`config.mk`:
```
export PLATFORM = sky130hd
export DESIGN_NAME = cau_div_lane
export DESIGN_NICKNAME = d
export VERILOG_FILES = /design/src/rtl/cau_pkg.sv /design/src/rtl/cau_div_lane.sv
export SDC_FILE = /design/constraint.sdc
export NUM_CORES = 2
export LEC_CHECK = 0
export BUFFER_PORTS_ARGS = -buffer_cell sky130_fd_sc_hd__buf_2
export CORE_ASPECT_RATIO = 0.8
export CORE_UTILIZATION = 41
export CTS_BUF_LIST = sky130_fd_sc_hd__clkbuf_8 sky130_fd_sc_hd__clkbuf_16
export CTS_CLUSTER_DIAMETER = 200
export CTS_CLUSTER_SIZE = 20
export DETAILED_ROUTE_END_ITERATION = 16
export PLACE_DENSITY = 0.64
export SETUP_SLACK_MARGIN = 0.2
export SYNTH_ARGS = -nofsm -noshare
export SYNTH_HDL_FRONTEND = slang
export SYNTH_SLANG_ARGS = --single-unit
```
`constraint.sdc`:
```
create_clock -name clk_i -period 11.05 [get_ports clk_i]
set_input_delay 1.105 -clock clk_i [delete_from_list [all_inputs] [get_ports clk_i]]
set_output_delay 1.105 -clock clk_i [all_outputs]
set_load 0.01 [all_outputs]
```
`src/rtl/cau_pkg.sv`:
```
// ----------------------------------------------------------------------------
// cau_pkg: shared definitions for the complex arithmetic unit
// Holds default widths and the operation codes.
// ----------------------------------------------------------------------------
package cau_pkg;

  localparam int unsigned DataWidthDef = 16;
  localparam int unsigned FracBitsDef  = 8;

  typedef enum logic [1:0] {
    OpAdd = 2'd0,
    OpSub = 2'd1,
    OpMul = 2'd2,
    OpDiv = 2'd3
  } op_e;

endpackage

```
`src/rtl/cau_div_lane.sv`:
```
// ----------------------------------------------------------------------------
// cau_div_lane: pipelined unsigned restoring divider
// One quotient bit per stage; flags quotients that do not fit QW bits.
// ----------------------------------------------------------------------------
module cau_div_lane #(
  parameter int unsigned NW   = 40,
  parameter int unsigned DENW = 32,
  parameter int unsigned QW   = 17
) (
  input  logic            clk_i,
  input  logic            en_i,
  input  logic [NW-1:0]   num_i,
  input  logic [DENW-1:0] den_i,
  output logic [QW-1:0]   quo_o,
  output logic            ovf_o
);
  import cau_pkg::*;

  localparam int unsigned EW = NW + DENW + QW;

  logic [NW-1:0]   r_in  [QW];
  logic [DENW-1:0] d_in  [QW];
  logic [QW-1:0]   q_in  [QW];
  logic            o_in  [QW];
  logic [NW-1:0]   r_q   [QW];
  logic [DENW-1:0] d_q   [QW];
  logic [QW-1:0]   q_q   [QW];
  logic            o_q   [QW];

  assign r_in[0] = num_i;
  assign d_in[0] = den_i;
  assign q_in[0] = '0;
  // quotient too large for QW bits when num >= den * 2^QW
  assign o_in[0] = (EW'(num_i) >= (EW'(den_i) << QW));

  for (genvar i = 0; i < QW; i++) begin : g_stage
    localparam int unsigned K = QW - 1 - i;
    logic [EW-1:0]   trial;
    logic            ge;
    logic [NW-1:0]   r_d;
    logic [QW-1:0]   q_d;

    if (i > 0) begin : g_link
      assign r_in[i] = r_q[i-1];
      assign d_in[i] = d_q[i-1];
      assign q_in[i] = q_q[i-1];
      assign o_in[i] = o_q[i-1];
    end

    always_comb begin
      trial = EW'(d_in[i]) << K;
      ge    = (EW'(r_in[i]) >= trial);
      r_d   = ge ? NW'(EW'(r_in[i]) - trial) : r_in[i];
      q_d   = q_in[i] | (QW'(ge) << K);
    end

    always_ff @(posedge clk_i) begin
      if (en_i) begin
        r_q[i] <= r_d;
        d_q[i] <= d_in[i];
        q_q[i] <= q_d;
        o_q[i] <= o_in[i];
      end
    end
  end

  assign quo_o = q_q[QW-1];
  assign ovf_o = o_q[QW-1];

endmodule

```
Word level (Yosys, flattened, before mapping)
Memories as Yosys holds them, arrays and structs flattened. Index checks and enable logic that the tools add are counted.

Memory bits (writable): 1530. Word-level logic and storage cells: 74. Input bits: 74. Register bits: 0. Memories: 4. Output and inout port bits: 18.

Memories: r_q (depth 17, bits a word 40, read ports 16, clocked after Yosys merged registers in 0, wr ports 17, line cau_div_lane.sv:25) `logic [NW-1:0] r_q [QW];`; d_q (depth 17, bits a word 32, read ports 16, clocked after Yosys merged registers in 0, wr ports 17, line cau_div_lane.sv:26) `logic [DENW-1:0] d_q [QW];`; q_q (depth 17, bits a word 17, read ports 17, clocked after Yosys merged registers in 0, wr ports 17, line cau_div_lane.sv:27) `logic [QW-1:0] q_q [QW];`; o_q (depth 17, bits a word 1, read ports 17, clocked after Yosys merged registers in 0, wr ports 17, line cau_div_lane.sv:28) `logic o_q [QW];`.

Order comparisons: 18. Add/sub/neg operators: 17. Mux-type cells: 19. Bitwise gates (word level): 16.

Operator list (number): 40-bit 2-to-1 mux (17); 40-bit subtractor (9); 40-bit by 49-bit >= comparator with 1-bit output (1); 40-bit by 48-bit >= comparator with 1-bit output (1); 40-bit by 47-bit >= comparator with 1-bit output (1); 40-bit by 46-bit >= comparator with 1-bit output (1); 40-bit by 45-bit >= comparator with 1-bit output (1); 40-bit by 44-bit >= comparator with 1-bit output (1); 40-bit by 43-bit >= comparator with 1-bit output (1); 40-bit by 42-bit >= comparator with 1-bit output (1); 40-bit by 41-bit >= comparator with 1-bit output (1); 40-bit by 32-bit >= comparator with 1-bit output (1); 40-bit by 33-bit >= comparator with 1-bit output (1); 40-bit by 34-bit >= comparator with 1-bit output (1); 40-bit by 35-bit >= comparator with 1-bit output (1); 40-bit by 36-bit >= comparator with 1-bit output (1); 40-bit by 37-bit >= comparator with 1-bit output (1); 40-bit by 38-bit >= comparator with 1-bit output (1); 40-bit by 39-bit >= comparator with 1-bit output (1); 40-bit >= comparator (1); 40-bit by 32-bit subtractor with 40-bit output (1); 40-bit by 33-bit subtractor with 40-bit output (1); 40-bit by 34-bit subtractor with 40-bit output (1); 40-bit by 35-bit subtractor with 40-bit output (1); 21 further kinds (22).

Depth between registers and ports, before layout
An unclocked memory read counts as a cell.

Word-level depth: 3. Mapped depth: 16. Gate-level depth less buffers: 15.

Worst setup path after synthesis
No wires, ideal clock.

Path kind: input -> register. Start: input port num_i[16]. End: memory r_q[0][21] (data pin). Stages on the path: 16. Arrival: 3.900 ns. Data required time: 10.783 ns. Setup time: 0.267 ns. Setup slack: 6.883 ns. Path buffers: 2. Cells stage by stage: inv_1 ha_1 fa_1 nor2b_1 o21ai_0 a21boi_1 o211ai_1 and3b_1 o221ai_1 a211oi_1 o21a_1 or3_1 clkbuf_1 clkbuf_1 nand2_1 o21ai_0.

RTL lines: start, declared (line cau_div_lane.sv:12) `input logic [NW-1:0] num_i,`; end, declared (line cau_div_lane.sv:25).

==> metrics <==
run status=complete, no violations; number of antenna violations at the first check in global routing=6; nets in the synthesized netlist=6,764; first-pass GRT wire length=246,900 um; worst reg2reg startpoint=d_q[0][128]; root buf cell=sky130_fd_sc_hd__clkbuf_16; fraction of the cycle the final worst path needs=between 40% and 50%; grt total ovfl=0; routed len/inst=roughly 18 um; clock input transition at the sequential cells of the worst setup and hold paths=~0.090 ns; category of the worst setup path capture point=flop; gate count after technology mapping=between 6,000 and 7,000; Worst Hold End=q_q[14][4]; total clock buffers created by CTS=76; count of nets after finishing=approximately 7,000; register area share after synthesis=a little over half; Pwr per Cell Area=194.6 nW/um^2; Critical Path Most Common Cell=sky130_fd_sc_hd__o21ai_0; number of global-route vias before repair=approximately 45,000; post-cts gate resize count=0; Reg2Reg Depth=14; Hold Buf Count CTS=0; ratio of cells with drive above 1 in the final layout=around 8.0%; remaining antenna violation count after routing=0; initial detailed-routing violation count=roughly 3,400; setup slack, reg-to-reg=just over 6 ns; maximum net fanout on the critical path=24; Sum Neg Setup Slack=0 ns; clock tree from TritonCTS=built; number of levels in the clock H-tree=3; routability cong.=0.8728; Placed Area=around 75,000 um^2; IR drop worst, VDD=~0.14 mV; count of flip-flops with a built-in enable after synthesis=between 1,000 and 1,500; boundary pin count=a little over 90; total vias in the final route=roughly 46,000; timing-limited maximum frequency=about 0.2 GHz; type of the setup path with the least slack=flop to flop; worst-case clock buffer depth=3; slowest cell delay on critical path=approximately 0.53 ns; Synth Warn #=0; quantity of I/O buffers inserted on ports=91; first-pass iteration count of the detailed router=6; Core Area=approximately 170,000 um^2; later-pin clock latency in the skew report=0.73 ns; slew at the pin closest to its max-slew limit=1.185 ns; number of setup violations in the final report=0; Slew Viols, Final=0; setup clock skew after layout=just under 0.07 ns; Max-Cap Viols=0; HP Start=q_q[13][4]; classification of the worst-slack hold path=flop to flop; die boundary width=approximately 470 um; starting density of the core=about two fifths; Power, Total=15.09 mW; fin cells=around 8,500; adder and majority cell fraction of the synthesized area=roughly a tenth; worst path cell trace=ha_1 -> fa_1 -> nor2b_1 -> o21a_1 -> o21ai_0 -> a211oi_1 -> nor2b_1 -> o21ai_0 -> a31oi_1 -> o211ai_1 -> o21ai_0 -> a21oi_2 -> buf_4 -> mux2_2; Vias per Instance=5.426; dominant combinational cell family by area after synthesis=compound AO/OA/AOI/OAI gates; Die Y-Extent=approximately 380 um; parity-gate share of the synthesized area counting xor and xnor cells=5.151%; total placed cells including tap cells=8,438; Min-Delay Path Depth=0; distinct cell type count after synthesis=between 90 and 100; post-route standard cell area excluding fillers=approximately 78,000 um^2; global routing usage summed across all routing layers=around 17%; CP Data Required Time=between 10 and 15 ns; P_leak=30.87 nW; commonest register cell after synthesis=sky130_fd_sc_hd__edfxtp_1; HPWL after DPL=about 120,000 um; simple-gate area share of the yosys netlist=under 10%; cell type of the slowest stage on the worst timing path=sky130_fd_sc_hd__a211oi_1; Final Routed Wirelength=153,500 um; Fin. Hold Viols=0; post-route DRC violation count=0; sinks on the clock net=approximately 1,300; area growth from synthesis to final layout=7.290%; startpoint type of the worst setup path=flop; Period minus WS final=about 4.9 ns; reg-to-reg critical path endpoint=r_q[0][227]; arrival time at the worst endpoint=about 5.3 ns; number of flip-flops and latches in the synthesized netlist=1,322; floorplan die area=approximately 180,000 um^2; largest net degree at the start of global routing=about 190; share of the synthesized area in compound gates (AO/OA/AOI/OAI)=13.43%; multiplexer area fraction after synthesis=just under 4%; proportion of synthesized flip-flops having asynchronous set or reset=0%; syn_area_per_cell=between 10 and 15 um^2; Max-Slew Margin vs Limit=20.26%; Post-Syn Area=approximately 72,000 um^2; postcts setup bufs=0; number of placement rows=137; RSZ-0062 raised after global routing=no
-- layout make-up --
| cell class | instances | area, um^2 |
|---|---|---|
| multi-input combinational | 4063 | 29750 |
| clock buffer | 76 | 1902 |
| inverter | 642 | 2410 |
| tap | 2293 | 2869 |
| sequential | 1322 | 39700 |
| clock inverter | 9 | 153.9 |
| timing repair buffer | 118 | 748.2 |
| antenna | 1 | 2.502 |
| fill | 15950 | 97140 |
-- critical path, delay by kind of cell, from the launching register on --
family,cells,cell delay (ns)
fa+ha+maj,2,0.67
flops,1,0.42
mux,1,0.39
compound gates,8,2.32
simple gates,2,0.33
buf+inv,1,0.44
-- synth_stat cells (12+ instances only) --
| library cell | n | share of area [%] |
|---|---|---|
| sky130_fd_sc_hd__mux2_4 | 27 | 0.56 |
| sky130_fd_sc_hd__a31o_2 | 13 | 0.16 |
| sky130_fd_sc_hd__nand2b_1 | 74 | 0.64 |
| sky130_fd_sc_hd__o21bai_1 | 65 | 0.68 |
| sky130_fd_sc_hd__a211oi_1 | 26 | 0.27 |
| sky130_fd_sc_hd__clkbuf_1 | 86 | 0.45 |
| sky130_fd_sc_hd__and2_1 | 31 | 0.27 |
| sky130_fd_sc_hd__a31oi_1 | 48 | 0.42 |
| sky130_fd_sc_hd__nor2_1 | 299 | 1.6 |
| sky130_fd_sc_hd__a2111oi_0 | 13 | 0.16 |
| sky130_fd_sc_hd__nor3_1 | 68 | 0.47 |
| sky130_fd_sc_hd__ha_1 | 531 | 9.2 |
| sky130_fd_sc_hd__o21a_1 | 56 | 0.58 |
| sky130_fd_sc_hd__o31ai_1 | 34 | 0.35 |
| sky130_fd_sc_hd__xor2_1 | 162 | 2.0 |
| sky130_fd_sc_hd__a21oi_1 | 459 | 3.2 |
| sky130_fd_sc_hd__a21o_1 | 255 | 2.6 |
| sky130_fd_sc_hd__nand4_1 | 78 | 0.68 |
| sky130_fd_sc_hd__or3_1 | 20 | 0.17 |
| sky130_fd_sc_hd__nand2_1 | 389 | 2.0 |
| sky130_fd_sc_hd__edfxtp_1 | 1322 | 55 |
| sky130_fd_sc_hd__o211ai_1 | 23 | 0.24 |
| sky130_fd_sc_hd__a211o_1 | 12 | 0.15 |
| sky130_fd_sc_hd__xnor2_1 | 263 | 3.2 |
| sky130_fd_sc_hd__nor4_1 | 49 | 0.42 |
| sky130_fd_sc_hd__fa_1 | 16 | 0.44 |
| sky130_fd_sc_hd__nand3_1 | 96 | 0.66 |
| sky130_fd_sc_hd__mux2_2 | 195 | 3.0 |
| sky130_fd_sc_hd__or4_1 | 17 | 0.18 |
| sky130_fd_sc_hd__o21ai_0 | 380 | 2.6 |
| sky130_fd_sc_hd__inv_1 | 642 | 3.3 |
| sky130_fd_sc_hd__buf_2 | 17 | 0.12 |
| sky130_fd_sc_hd__or2_2 | 19 | 0.16 |
| sky130_fd_sc_hd__and3_1 | 37 | 0.32 |
| sky130_fd_sc_hd__mux2i_1 | 20 | 0.28 |
| sky130_fd_sc_hd__a21boi_0 | 21 | 0.22 |
| sky130_fd_sc_hd__nor2b_1 | 77 | 0.67 |
-- cells in the final DEF, fill, tap and decap left out, types with 16 or more instances in the layout --
master and n:
sky130_fd_sc_hd__nand4_1 78, sky130_fd_sc_hd__buf_2 90, sky130_fd_sc_hd__and3_1 37, sky130_fd_sc_hd__and2_1 31, sky130_fd_sc_hd__fa_1 16, sky130_fd_sc_hd__xnor2_1 263, sky130_fd_sc_hd__o31ai_1 34, sky130_fd_sc_hd__nor4_1 47
sky130_fd_sc_hd__buf_4 21, sky130_fd_sc_hd__mux2_4 27, sky130_fd_sc_hd__edfxtp_1 1322, sky130_fd_sc_hd__a211oi_1 26, sky130_fd_sc_hd__a31oi_1 46, sky130_fd_sc_hd__a21oi_1 457, sky130_fd_sc_hd__o211ai_1 23, sky130_fd_sc_hd__or2_2 19
sky130_fd_sc_hd__a21boi_0 21, sky130_fd_sc_hd__inv_1 642, sky130_fd_sc_hd__o21ai_0 380, sky130_fd_sc_hd__or3_1 19, sky130_fd_sc_hd__nor2_1 298, sky130_fd_sc_hd__o21a_1 56, sky130_fd_sc_hd__nor3_1 68, sky130_fd_sc_hd__ha_1 531
sky130_fd_sc_hd__xor2_1 162, sky130_fd_sc_hd__nand3_1 96, sky130_fd_sc_hd__or4_1 17, sky130_fd_sc_hd__clkbuf_16 76, sky130_fd_sc_hd__nand2_1 389, sky130_fd_sc_hd__o21bai_1 65, sky130_fd_sc_hd__a21o_1 254, sky130_fd_sc_hd__mux2_2 195
sky130_fd_sc_hd__mux2i_1 20, sky130_fd_sc_hd__nor2b_1 77, sky130_fd_sc_hd__nand2b_1 74
-- power by group --
group / switching (mW) / total [mW] / internal, mW
clock: 1.63 / 2.89 / 1.26
combinational: 2.97 / 5.20 / 2.24
sequential: 0.440 / 7.00 / 6.56
total: 5.04 / 15.1 / 10.0
-- through the flow --
| step | hold WS (ns) | util (%) | setup slack (ns) |
|---|---|---|---|
| 6_report | 0.3933 | 44.39 | 6.193 |
| 4_1_cts | 0.3918 | 44.38 | 6.280 |
| 3_5_place_dp | 0.4045 | 43.21 | 6.113 |
| 2_1_floorplan | 0.4003 | - | 6.883 |
| 3_3_place_gp | 0.4009 | 43.21 | 6.191 |
| 5_1_grt | 0.4177 | 44.39 | 5.977 |
-- how the worst max path moves through the flow --
stage,from,depth (start not counted),slack (ns),to
floorplan,num_i[16],16,6.88,r_q[0][21]
global placement,num_i[16],15,6.19,r_q[0][27]
detailed placement,num_i[16],15,6.11,r_q[0][27]
CTS,d_q[0][128],14,6.28,r_q[0][227]
global route,d_q[0][128],14,5.98,r_q[0][227]
finish,d_q[0][128],14,6.19,r_q[0][227]
-- cells by family after synthesis --
logic type,after synthesis
AOI/OAI and AO/OA,1541
xor gates and xnor gates,425
adders and majority gates,547
buffers and inverters,758
DFF,1322
muxes,245
and+or+nand+nor,1305
-- sequential cells by signal, summed over array words and instances (netlist names) --
| signal | cells |
|---|---|
| o_q | 17 |
| d_q | 512 |
| q_q | 153 |
| r_q | 640 |
-- layer usage --
metal / track usage (%) / part of all wire [%]
met5: 0 / 0
met4: 3.359 / 1.5
met3: 1.865 / 3.9
met2: 27.75 / 45
met1: 24.98 / 50
Note: power is estimated with default switching activity, not from simulation.
